--- src/hdl/pfba_pkg.sv ---
// ----------------------------------------------------------------------------
// pfba_pkg - page frame bitmap allocator package
// Widths, command and status codes, saturating counter helpers.
// ----------------------------------------------------------------------------
`default_nettype none

package pfba_pkg;

  localparam int unsigned FRAMES     = 65536;
  localparam int unsigned FRAME_W    = 16;
  localparam int unsigned CNT_W      = 17;
  localparam int unsigned PAGE_SHIFT = 12;
  localparam int unsigned ADDR_W     = 32;
  localparam int unsigned PFN_W      = ADDR_W - PAGE_SHIFT;
  localparam int unsigned MW         = 32;
  localparam int unsigned BIT_W      = 5;
  localparam int unsigned WORDS      = FRAMES / MW;
  localparam int unsigned WADDR_W    = FRAME_W - BIT_W;
  localparam int unsigned SUM_W      = PFN_W + 1;

  localparam logic [1:0] CMD_ENABLE  = 2'd0;
  localparam logic [1:0] CMD_DISABLE = 2'd1;
  localparam logic [1:0] CMD_ALLOC   = 2'd2;
  localparam logic [1:0] CMD_FREE    = 2'd3;

  localparam logic [1:0] ST_OK     = 2'd0;
  localparam logic [1:0] ST_NOROOM = 2'd1;
  localparam logic [1:0] ST_ZERO   = 2'd2;

  typedef struct packed {
    logic [1:0]        command;
    logic [ADDR_W-1:0] address;
    logic [ADDR_W-1:0] byte_length;
    logic [CNT_W-1:0]  page_count;
  } pfba_cmd_t;

  typedef struct packed {
    logic [1:0]        status;
    logic [ADDR_W-1:0] page_address;
    logic [CNT_W-1:0]  free_pages;
  } pfba_rsp_t;

  typedef struct packed {
    logic idle;
    logic done;
    logic clearing;
  } pfba_stat_t;

  function automatic logic [CNT_W-1:0] sat_add(input logic [CNT_W-1:0] a,
                                               input logic [PFN_W-1:0] b);
    logic [SUM_W-1:0] s;
    s = SUM_W'(a) + SUM_W'(b);
    if (s > SUM_W'(FRAMES)) return CNT_W'(FRAMES);
    return s[CNT_W-1:0];
  endfunction

  function automatic logic [CNT_W-1:0] sat_sub(input logic [CNT_W-1:0] a,
                                               input logic [PFN_W-1:0] b);
    if (SUM_W'(a) > SUM_W'(b)) return CNT_W'(SUM_W'(a) - SUM_W'(b));
    return '0;
  endfunction

endpackage

`default_nettype wire

--- src/hdl/pfba_seq.sv ---
// ----------------------------------------------------------------------------
// pfba_seq - allocator sequencer
// Clearing pass, word read-modify-write over frame ranges, first-fit scan.
// ----------------------------------------------------------------------------
`default_nettype none

module pfba_seq (
  input  wire logic                           clk_i,
  input  wire logic                           rst_ni,
  input  wire logic                           start_i,
  input  wire pfba_pkg::pfba_cmd_t            cmd_i,
  input  wire logic                           slot_free_i,
  output pfba_pkg::pfba_stat_t                stat_o,
  output pfba_pkg::pfba_rsp_t                 rsp_o,
  output logic                                we_o,
  output logic      [pfba_pkg::WADDR_W-1:0]   waddr_o,
  output logic      [pfba_pkg::MW-1:0]        wdata_o,
  output logic                                re_o,
  output logic      [pfba_pkg::WADDR_W-1:0]   raddr_o,
  input  wire logic [pfba_pkg::MW-1:0]        rdata_i
);
  import pfba_pkg::*;

  localparam logic [3:0] S_CLR  = 4'd0;
  localparam logic [3:0] S_IDLE = 4'd1;
  localparam logic [3:0] S_DISP = 4'd2;
  localparam logic [3:0] S_RSET = 4'd3;
  localparam logic [3:0] S_RRD  = 4'd4;
  localparam logic [3:0] S_RWR  = 4'd5;
  localparam logic [3:0] S_RFIN = 4'd6;
  localparam logic [3:0] S_SRD  = 4'd7;
  localparam logic [3:0] S_SCHK = 4'd8;
  localparam logic [3:0] S_SBIT = 4'd9;
  localparam logic [3:0] S_DONE = 4'd10;

  logic [3:0]         state_q, state_d;
  logic [WADDR_W-1:0] clr_q, clr_d;
  pfba_cmd_t          cmd_q, cmd_d;
  logic [PFN_W-1:0]   rs_start_q, rs_start_d;
  logic [PFN_W-1:0]   rs_n_q, rs_n_d;
  logic               rs_val_q, rs_val_d;
  logic               force_q, force_d;
  logic [WADDR_W-1:0] wcur_q, wcur_d;
  logic [WADDR_W-1:0] wlast_q, wlast_d;
  logic [BIT_W-1:0]   lob_q, lob_d;
  logic [BIT_W-1:0]   hib_q, hib_d;
  logic [CNT_W-1:0]   run_q, run_d;
  logic [BIT_W-1:0]   bit_q, bit_d;
  logic [MW-1:0]      word_q, word_d;
  logic [CNT_W-1:0]   total_q, total_d;
  logic [CNT_W-1:0]   used_q, used_d;
  logic [1:0]         status_q, status_d;
  logic [ADDR_W-1:0]  paddr_q, paddr_d;

  logic [PFN_W-1:0]   first;
  logic [PFN_W-1:0]   blocks;
  logic [SUM_W-1:0]   room;
  logic [FRAME_W-1:0] last;
  logic [BIT_W-1:0]   hi_sel;
  logic [MW-1:0]      mask;
  logic [CNT_W:0]     run32;
  logic [CNT_W-1:0]   run1;
  logic [CNT_W-1:0]   fpos;
  logic [FRAME_W-1:0] found_start;
  logic [CNT_W-1:0]   free_now;

  assign first    = cmd_q.address[ADDR_W-1:PAGE_SHIFT];
  assign blocks   = cmd_q.byte_length[ADDR_W-1:PAGE_SHIFT];
  assign room     = SUM_W'(FRAMES) - SUM_W'(rs_start_q);
  assign last     = (room < SUM_W'(rs_n_q)) ? FRAME_W'(FRAMES - 1)
                                            : FRAME_W'(rs_start_q + rs_n_q - 1'b1);
  assign hi_sel   = (wcur_q == wlast_q) ? hib_q : BIT_W'(MW - 1);
  assign mask     = ({MW{1'b1}} << lob_q) & ({MW{1'b1}} >> (BIT_W'(MW - 1) - hi_sel));
  assign run32    = (CNT_W + 1)'(run_q) + (CNT_W + 1)'(MW);
  assign run1     = run_q + 1'b1;
  assign fpos     = CNT_W'({wcur_q, bit_q}) + 1'b1 - cmd_q.page_count;
  assign free_now = sat_sub(total_q, PFN_W'(used_q));

  always_comb begin
    state_d    = state_q;
    clr_d      = clr_q;
    cmd_d      = cmd_q;
    rs_start_d = rs_start_q;
    rs_n_d     = rs_n_q;
    rs_val_d   = rs_val_q;
    force_d    = force_q;
    wcur_d     = wcur_q;
    wlast_d    = wlast_q;
    lob_d      = lob_q;
    hib_d      = hib_q;
    run_d      = run_q;
    bit_d      = bit_q;
    word_d     = word_q;
    total_d    = total_q;
    used_d     = used_q;
    status_d   = status_q;
    paddr_d    = paddr_q;
    found_start = '0;
    we_o       = 1'b0;
    waddr_o    = wcur_q;
    wdata_o    = '0;
    re_o       = 1'b0;
    raddr_o    = wcur_q;

    case (state_q)
      S_CLR: begin
        we_o    = 1'b1;
        waddr_o = clr_q;
        wdata_o = '1;
        clr_d   = clr_q + 1'b1;
        if (clr_q == WADDR_W'(WORDS - 1)) begin
          state_d = S_IDLE;
        end
      end
      S_IDLE: begin
        if (start_i) begin
          cmd_d    = cmd_i;
          status_d = ST_OK;
          paddr_d  = '0;
          state_d  = S_DISP;
        end
      end
      S_DISP: begin
        case (cmd_q.command)
          CMD_ENABLE, CMD_DISABLE: begin
            rs_start_d = first;
            rs_n_d     = blocks;
            rs_val_d   = (cmd_q.command == CMD_DISABLE);
            force_d    = 1'b1;
            total_d    = (cmd_q.command == CMD_ENABLE) ? sat_add(total_q, blocks)
                                                       : sat_sub(total_q, blocks);
            state_d    = S_RSET;
          end
          CMD_ALLOC: begin
            if (cmd_q.page_count == '0) begin
              status_d = ST_ZERO;
              state_d  = S_DONE;
            end else if (free_now < cmd_q.page_count) begin
              status_d = ST_NOROOM;
              state_d  = S_DONE;
            end else begin
              wcur_d  = '0;
              run_d   = '0;
              state_d = S_SRD;
            end
          end
          default: begin
            if (cmd_q.page_count == '0) begin
              state_d = S_DONE;
            end else begin
              rs_start_d = first;
              rs_n_d     = PFN_W'(cmd_q.page_count);
              rs_val_d   = 1'b0;
              force_d    = 1'b0;
              used_d     = sat_sub(used_q, PFN_W'(cmd_q.page_count));
              state_d    = S_RSET;
            end
          end
        endcase
      end
      S_RSET: begin
        if (rs_start_q >= PFN_W'(FRAMES) || rs_n_q == '0) begin
          state_d = S_RFIN;
        end else begin
          wcur_d  = rs_start_q[FRAME_W-1:BIT_W];
          lob_d   = rs_start_q[BIT_W-1:0];
          wlast_d = last[FRAME_W-1:BIT_W];
          hib_d   = last[BIT_W-1:0];
          state_d = S_RRD;
        end
      end
      S_RRD: begin
        re_o    = 1'b1;
        state_d = S_RWR;
      end
      S_RWR: begin
        we_o    = 1'b1;
        wdata_o = rs_val_q ? (rdata_i | mask) : (rdata_i & ~mask);
        lob_d   = '0;
        if (wcur_q == wlast_q) begin
          state_d = S_RFIN;
        end else begin
          wcur_d  = wcur_q + 1'b1;
          state_d = S_RRD;
        end
      end
      S_RFIN: begin
        if (force_q) begin
          force_d    = 1'b0;
          rs_start_d = '0;
          rs_n_d     = PFN_W'(1);
          rs_val_d   = 1'b1;
          state_d    = S_RSET;
        end else begin
          state_d = S_DONE;
        end
      end
      S_SRD: begin
        re_o    = 1'b1;
        state_d = S_SCHK;
      end
      S_SCHK: begin
        word_d = rdata_i;
        bit_d  = '0;
        if (rdata_i == '0) begin
          if (run32 >= (CNT_W + 1)'(cmd_q.page_count)) begin
            found_start = FRAME_W'(CNT_W'({wcur_q, {BIT_W{1'b0}}}) - run_q);
            rs_start_d  = PFN_W'(found_start);
            rs_n_d      = PFN_W'(cmd_q.page_count);
            rs_val_d    = 1'b1;
            force_d     = 1'b0;
            used_d      = sat_add(used_q, PFN_W'(cmd_q.page_count));
            paddr_d     = ADDR_W'({found_start, {PAGE_SHIFT{1'b0}}});
            state_d     = S_RSET;
          end else begin
            run_d = run32[CNT_W-1:0];
            if (wcur_q == WADDR_W'(WORDS - 1)) begin
              status_d = ST_NOROOM;
              state_d  = S_DONE;
            end else begin
              wcur_d  = wcur_q + 1'b1;
              state_d = S_SRD;
            end
          end
        end else if (rdata_i == '1) begin
          run_d = '0;
          if (wcur_q == WADDR_W'(WORDS - 1)) begin
            status_d = ST_NOROOM;
            state_d  = S_DONE;
          end else begin
            wcur_d  = wcur_q + 1'b1;
            state_d = S_SRD;
          end
        end else begin
          state_d = S_SBIT;
        end
      end
      S_SBIT: begin
        if (!word_q[bit_q] && run1 == cmd_q.page_count) begin
          found_start = fpos[FRAME_W-1:0];
          rs_start_d  = PFN_W'(found_start);
          rs_n_d      = PFN_W'(cmd_q.page_count);
          rs_val_d    = 1'b1;
          force_d     = 1'b0;
          used_d      = sat_add(used_q, PFN_W'(cmd_q.page_count));
          paddr_d     = ADDR_W'({found_start, {PAGE_SHIFT{1'b0}}});
          state_d     = S_RSET;
        end else begin
          run_d = word_q[bit_q] ? '0 : run1;
          bit_d = bit_q + 1'b1;
          if (bit_q == BIT_W'(MW - 1)) begin
            if (wcur_q == WADDR_W'(WORDS - 1)) begin
              status_d = ST_NOROOM;
              state_d  = S_DONE;
            end else begin
              wcur_d  = wcur_q + 1'b1;
              state_d = S_SRD;
            end
          end
        end
      end
      S_DONE: begin
        if (slot_free_i) begin
          state_d = S_IDLE;
        end
      end
      default: begin
        state_d = S_IDLE;
      end
    endcase
  end

  always_ff @(posedge clk_i or negedge rst_ni) begin
    if (!rst_ni) begin
      state_q  <= S_CLR;
      clr_q    <= '0;
      total_q  <= '0;
      used_q   <= '0;
      force_q  <= 1'b0;
    end else begin
      state_q  <= state_d;
      clr_q    <= clr_d;
      total_q  <= total_d;
      used_q   <= used_d;
      force_q  <= force_d;
    end
  end

  always_ff @(posedge clk_i) begin
    cmd_q      <= cmd_d;
    rs_start_q <= rs_start_d;
    rs_n_q     <= rs_n_d;
    rs_val_q   <= rs_val_d;
    wcur_q     <= wcur_d;
    wlast_q    <= wlast_d;
    lob_q      <= lob_d;
    hib_q      <= hib_d;
    run_q      <= run_d;
    bit_q      <= bit_d;
    word_q     <= word_d;
    status_q   <= status_d;
    paddr_q    <= paddr_d;
  end

  assign stat_o.idle     = (state_q == S_IDLE);
  assign stat_o.done     = (state_q == S_DONE) && slot_free_i;
  assign stat_o.clearing = (state_q == S_CLR);

  assign rsp_o.status       = status_q;
  assign rsp_o.page_address = paddr_q;
  assign rsp_o.free_pages   = free_now;

endmodule

`default_nettype wire

--- config.mk ---
export PLATFORM = sky130hd
export DESIGN_NAME = pfba_seq
export DESIGN_NICKNAME = d
export VERILOG_FILES = /design/src/hdl/pfba_pkg.sv /design/src/hdl/pfba_seq.sv
export SDC_FILE = /design/constraint.sdc
export NUM_CORES = 1
export LEC_CHECK = 0
export BUFFER_PORTS_ARGS = -buffer_cell sky130_fd_sc_hd__buf_2
export CAP_MARGIN = 20
export CORE_AREA = 2 2 294 296
export CTS_CLUSTER_DIAMETER = 150
export CTS_CLUSTER_SIZE = 20
export DETAILED_ROUTE_END_ITERATION = 16
export DIE_AREA = 0 0 296 298
export GPL_ROUTABILITY_DRIVEN = 0
export PLACE_DENSITY = 0.52
export SYNTH_ARGS = -nofsm -noshare
export SYNTH_HDL_FRONTEND = slang
export SYNTH_SLANG_ARGS = --single-unit
--- constraint.sdc ---
create_clock -name clk_i -period 13.6 [get_ports clk_i]
set_clock_uncertainty 0.1 [all_clocks]
set_input_delay 2.04 -clock clk_i [delete_from_list [all_inputs] [get_ports clk_i]]
set_output_delay 2.04 -clock clk_i [all_outputs]
set_load 0.005 [all_outputs]
==> metrics.txt, run 1 <==
Crit. Startpoint=total_q[1]; Total Power=approximately 5.5 mW; crit path DAT=6.81 ns; Max-Cap Viols=0; drt initial violations=1,762; Final Max Tran Viols=0; area grow syn2layout=12.5%; Pleak=~10 nW; wire length per cell=21.0 um; initial antenna violation count=2; Total Routing Usage GR=between 15 and 20%; number of synthesized flops with an enable pin=between 200 and 250; DIE HEIGHT=around 300 um; # rows=about 110; period utilisation layout=just under 50%; minimum clock period=between 6 and 7 ns; core box area=84,900 um^2; Die ar.=approximately 88,000 um^2; routed vias=between 15,000 and 20,000; first-pass GRT wire length=110 mm; setup repair after global routing missed its margin=false; Synth cell types=84; leading post-synthesis cells by instance count=ha_1, edfxtp_1, inv_1; sequential share of the synthesized area=between 30% and 40%; crit end category=flip-flop; Initial Util=between 20% and 30%; Max Fclk=~150 MHz; clk_lat worst skew=between 0.5 and 0.6 ns; vias in the first global route=around 17,000; # clock sinks=roughly 250; hold buffer count at cts=0; final setup violation count=0; crit path max fanout=17; vias per cell=5.12; TritonCTS clock tree=yes; synthesis-stage register bit count=about 250; Max-slew headroom=a little under a quarter; CTS clk-pin slew, worst paths=between 0.1 and 0.15 ns; Main synth FF type=edfxtp_1; H-tree levels=1; CTS root buf=clkbuf_16; Slew @ Worst Pin=1.15 ns; Setup Fix Bufs, Post-CTS=0; share of the synthesized area in the top cell type=29.1%; cell type with the largest total area after synthesis=edfxtp_1; IO Pins=~230; total wire length=between 70 and 80 mm; Die W=296 um; Fin. Hold Viols=0; Critical Path RT=between 10 and 15 ns; Design Area, Final=about 24,000 um^2; IO Port Bufs=188; Avg Cell Area, Syn=slightly above 9 um^2; DR pass1 iterations=5; reg2reg start=total_q[1]; VDD IR max=approximately 95 uV; clk buf depth=3; fin nets=between 2,000 and 3,000; yosys warns=0; Sum Neg Setup Slack=0 ns; final hold slack=between 0.3 and 0.4 ns; critical hold path startpoint=cmd_q[78]; layout cells sized above 1=roughly 11%; hpwl dp=around 60 mm; Synth async-reset ratio=19.7%; GR Overflow Total=0; class of the worst hold path=reg -> reg; Mapped Area=21,100 um^2; Num CTS Buffers=16; post-cts repair resize count=0; top post-synthesis cells by area=edfxtp_1, ha_1, dfrtp_1; worst hold path stage count=1; DR DRC count=0; Crit Path Class=reg -> reg; largest net degree at the start of global routing=55; Detail Route Antenna Nets=0; outcome=finished, final reports clean; post-synthesis instance total=between 2,000 and 2,500; PD cells=~230 nW/um^2; Critical Path Start Type=flip-flop; Worst Reg-to-Reg Cells=16; most frequent cell after synthesis=ha_1; DP Area=around 23,000 um^2
==> worst paths after layout <==
kind                                  end  slack [ns]
max reg2reg                      run_q[1]        6.87
min                        rs_start_q[17]        0.40
min reg2reg                rs_start_q[17]        0.40
min in group asynchronous       clr_q[10]        1.58
max                              run_q[1]        6.87
max in group asynchronous      state_q[2]       11.20
==> metal layers <==
metal / global-route usage (%) / share of wire [%]
met5: 0 / 0
met4: 3.79 / 2.6
met3: 2.32 / 8.0
met2: 24.7 / 42
met1: 24.5 / 47
==> power breakdown <==
group	leakage, nW	internal, mW	switching, mW	total, mW
sequential	2.56	1.17	0.312	1.49
combinational	7.24	1.38	2.10	3.48
clock	0.221	0.236	0.285	0.521
==> layout make-up <==
| cell class | count | area [um^2] |
|---|---|---|
| clock buffers | 27 | 463 |
| well taps | 1144 | 1430 |
| fillers | 9135 | 61200 |
| flip-flops and latches | 254 | 7380 |
| clock inverters | 1 | 7.51 |
| repair buffers | 214 | 1150 |
| inverters | 193 | 724 |
| multi-input cells | 1751 | 12500 |
| diodes | 1 | 2.50 |
==> logic make-up after synthesis <==
| kind of cell | after synthesis | share of synthesized area [%] |
|---|---|---|
| flops | 254 | 35.0 |
| other cells | 1 | 0.0178 |
| mux | 59 | 3.37 |
| xor+xnor | 178 | 7.40 |
| compound gates | 589 | 18.8 |
| fa+ha+maj | 221 | 13.4 |
| buf+inv | 307 | 5.86 |
| simple gates | 688 | 16.1 |
==> cells in the final DEF (no fill, tap or decap), types with 14 or more instances in the layout <==
master     synthesis  final
a31oi_1           19     19
nand2_1          170    170
edfxtp_1         204    204
nor3_1            50     50
nor2_1           167    167
o211ai_1          23     23
a22o_1            18     18
a21oi_1          121    120
buf_4             16     24
xnor2_1          118    118
and2_1            18     18
dfrtp_1           50     50
nand4_1           38     38
mux2i_1           45     45
ha_1             214    214
o22ai_1           24     24
nand2b_1          22     22
nand3_1           65     65
clkbuf_16          0     17
and3_1            15     14
a221oi_1          15     15
nor2b_1           33     33
a211oi_1          21     21
a21o_1            63     63
conb_1             1     16
o21ai_0          139    139
buf_2             11    188
or3_1             16     16
inv_1            192    192
nor4_1            43     41
xor2_1            60     60
==> through the flow <==
step | std cells | setup slack, ns | util [%]
2_1_floorplan | 2312 | 7.71 | -
3_3_place_gp | 3552 | 6.98 | 27.3
3_5_place_dp | 3553 | 6.90 | 27.3
4_1_cts | 3581 | 6.92 | 27.9
5_1_grt | 3584 | 6.61 | 27.9
6_report | 3585 | 6.87 | 27.9
==> critical path: stages (launching register included) <==
cell,delay (ns)
dfrtp_1,0.52
ha_1,0.37
nor2b_1,0.15
o211a_1,0.20
a2111oi_0,0.54
o21ai_0,0.26
a211oi_1,0.46
a41o_1,0.55
nor3b_1,0.18
ha_1,0.34
nand2_1,0.08
or4_1,0.50
o21ai_0,0.28
a41oi_1,0.43
o21ai_0,0.31
nand2_1,0.16
a211oi_1,0.94
==> flip-flops by register name, indices dropped and copies added (netlist names) <==
register and flops:
hib_q 5, rs_n_q 20, rs_val_q 1, cmd_q 39, raddr_o 11, clr_q 11
state_q 4, used_q 17, word_q 32, paddr_q 16, total_q 17, bit_q 5
status_q 2, wlast_q 11, force_q 1, run_q 17, blocks 20, lob_q 5
rs_start_q 20
Power figures use the tool's default switching activity.
==> inputs of run 2 (changes only) <==
clock period = 7.05 ns   (was 13.6 ns; I/O delays follow)
==> run 2 against run 1 <==
Net effect: sequential cell count unchanged; largest cell class unchanged; combinational power increased by 93%; sequential power increased by 92%; setup slack got worse by 6.0 ns; clock-buffer cell count unchanged; final cell count increased by 0.14%; hold slack about the same; routed wire length increased by 0.31%; clock power increased by 94%; non-clock buffer count increased by 4; sequential share of layout area about the same.
==> metrics.txt, run 2 (synthesis gave the netlist of run 1 again) <==
layout cells sized above 1=11.5% (+0.15 points); # rows=107 (unchanged); Crit. Startpoint=used_q[1]; setup repair after global routing missed its margin=false; fill count=9,179 (+0.48%); routed vias=18,200 (-0.74%); area grow syn2layout=12.6% (about the same); Max-Cap Viols=0 (unchanged); Max-slew headroom=24.4% (+1.6 points); clk_lat worst skew=0.54 ns (about the same); Setup Fix Bufs, Post-CTS=0 (unchanged); Detail Route Antenna Nets=0 (unchanged); wire length per cell=21.0 um (+0.17%); CTS clk-pin slew, worst paths=0.09 ns (-0.02 ns); vias in the first global route=17,100 (+0.29%); clk buf depth=3 (unchanged); largest net degree at the start of global routing=60 (+9.1%); Slew @ Worst Pin=1.13 ns (-0.0241 ns); drt initial violations=1,744 (-1.0%); number of flip-flops in the largest register=39 (unchanged); IO Pins=229 (unchanged); final setup violation count=0 (unchanged); Die ar.=88,200 um^2 (unchanged); largest registers=cmd_q x39, word_q x32; minimum clock period=6.21 ns (-0.523 ns); first-pass GRT wire length=111 mm (+0.52%); initial antenna violation count=1 (-1); VDD IR max=212 uV (+120%); most frequent cells in the layout=ha_1, edfxtp_1, inv_1; total wire length=75.4 mm (+0.31%); Crit Path Class=reg -> reg; DR DRC count=0 (unchanged); hpwl dp=60.2 mm (+0.59%); crit path DAT=6.38 ns (-0.43 ns); Total Routing Usage GR=16.5% (+0.098 points); Final Max Tran Viols=0 (unchanged); outcome=finished, final reports clean; crit end category=flip-flop; class of the worst hold path=reg -> reg; Worst Reg-to-Reg Cells=22 (+6); Fin. Hold Viols=0 (unchanged); Critical Path RT=7.22 ns (-6.46 ns); vias per cell=5.08 (-0.87%); Sum Neg Setup Slack=0 ns (unchanged); core box area=84,900 um^2 (unchanged); PD cells=447 nW/um^2 (+93%); Cell Count, Final, Fillers Out=3,590 (+0.14%); IO Port Bufs=188 (unchanged); Multi-input gate area=12,500 um^2 (unchanged); post-cts repair resize count=0 (unchanged); Register Area=7380 um^2 (unchanged); placed insts=3,559 (+0.17%); FF-to-FF End=run_q[13]; crit path max fanout=17 (unchanged); Initial Util=24.8% (unchanged); Reg2Reg Setup Slack=0.84 ns (-6.03 ns); TritonCTS clock tree=yes; Die W=296 um (unchanged); commonest non-fill, non-tap cell in the layout=ha_1; Pleak=10.0 nW (+0.14%); DIE HEIGHT=298 um (unchanged); Critical Path Start Type=flip-flop; H-tree levels=1 (unchanged); Top reg by flops=cmd_q; DR pass1 iterations=8 (+3); CTS root buf=clkbuf_16; fin nets=2,774 (+0.14%); period utilisation layout=88.0% (+39 points); GR Overflow Total=0 (unchanged); Num CTS Buffers=16 (unchanged); crit path to=run_q[13]; Max Fclk=161 MHz (+8.4%); # clock sinks=254 (unchanged); reg2reg start=used_q[1]; hold buffer count at cts=0 (unchanged)
[run 2: cell types whose count changed in the layout (fill, tap and decap cells not counted), sizes merged]
cell,before,now
diode,1,2
buf,214,218
[run 2: final cells by class]
cell class | count | share of cell area (%)
multi-input combinational | 1751 | 52.9
sequential | 254 | 31.1
tap | 1144 | 6.04
timing repair buffer | 218 | 4.93
inverter | 193 | 3.06
clock buffer | 27 | 1.95
clock inverter | 1 | 0.0317
antenna | 2 | 0.0211
[run 2: where the power goes]
part | total [mW] | internal [mW] | switching, mW
registers | 2.86 | 2.27 | 0.591
logic | 6.73 | 2.67 | 4.06
clock network | 1.01 | 0.455 | 0.552
total | 10.6 | 5.39 | 5.20
[run 2: stage by stage]
step / util, % / hold slack, ns / power, mW / area [um^2] / setup slack, ns
6_report: 27.9 / 0.399 / 10.6 / 23700 / 0.843
5_1_grt: 27.9 / 0.422 / 11.5 / 23700 / 0.447
4_1_cts: 27.9 / 0.406 / 10.6 / 23700 / 1.03
2_1_floorplan: - / 0.366 / 7.19 / 21100 / 1.16
3_3_place_gp: 27.4 / 0.393 / 9.51 / 23200 / 1.03
3_5_place_dp: 27.4 / 0.391 / 9.53 / 23200 / 1.08
[run 2: routing by layer]
metal	track usage, %	up-vias	routed length, um
met1	24.2	8724	35100
met4	4.32	0	2120
li1	-	8690	-
met3	2.43	99	5890
met2	25.0	714	32300
met5	0	-	0
[run 2: critical path: stages, from the launching register on]
cell	delay, ns
dfrtp_1	0.45
inv_1	0.15
ha_1	0.31
nor2b_1	0.15
o211a_1	0.19
a2111oi_0	0.60
o21ai_0	0.31
a211oi_1	0.44
a41o_1	0.15
buf_4	0.22
nor2_1	0.10
ha_1	0.32
a21o_1	0.19
a21o_1	0.17
a21oi_1	0.15
nor2_1	0.05
a2111oi_0	0.29
o21ai_0	0.19
a41oi_1	0.73
o21ai_0	0.16
nand2_1	0.22
a21oi_1	0.06
buf_4	0.21
[run 2: worst min-delay path by stage]
stage               from         to  slack [ns]  depth (start not counted)
4_1_cts         clr_q[6]   clr_q[6]        0.41                          1
3_5_place_dp   clr_q[10]  clr_q[10]        0.39                          1
5_1_grt        clr_q[10]  clr_q[10]        0.42                          1
3_3_place_gp   clr_q[10]  clr_q[10]        0.39                          1
6_report        clr_q[6]   clr_q[6]        0.40                          1
2_1_floorplan   clr_q[6]   clr_q[6]        0.37                          1
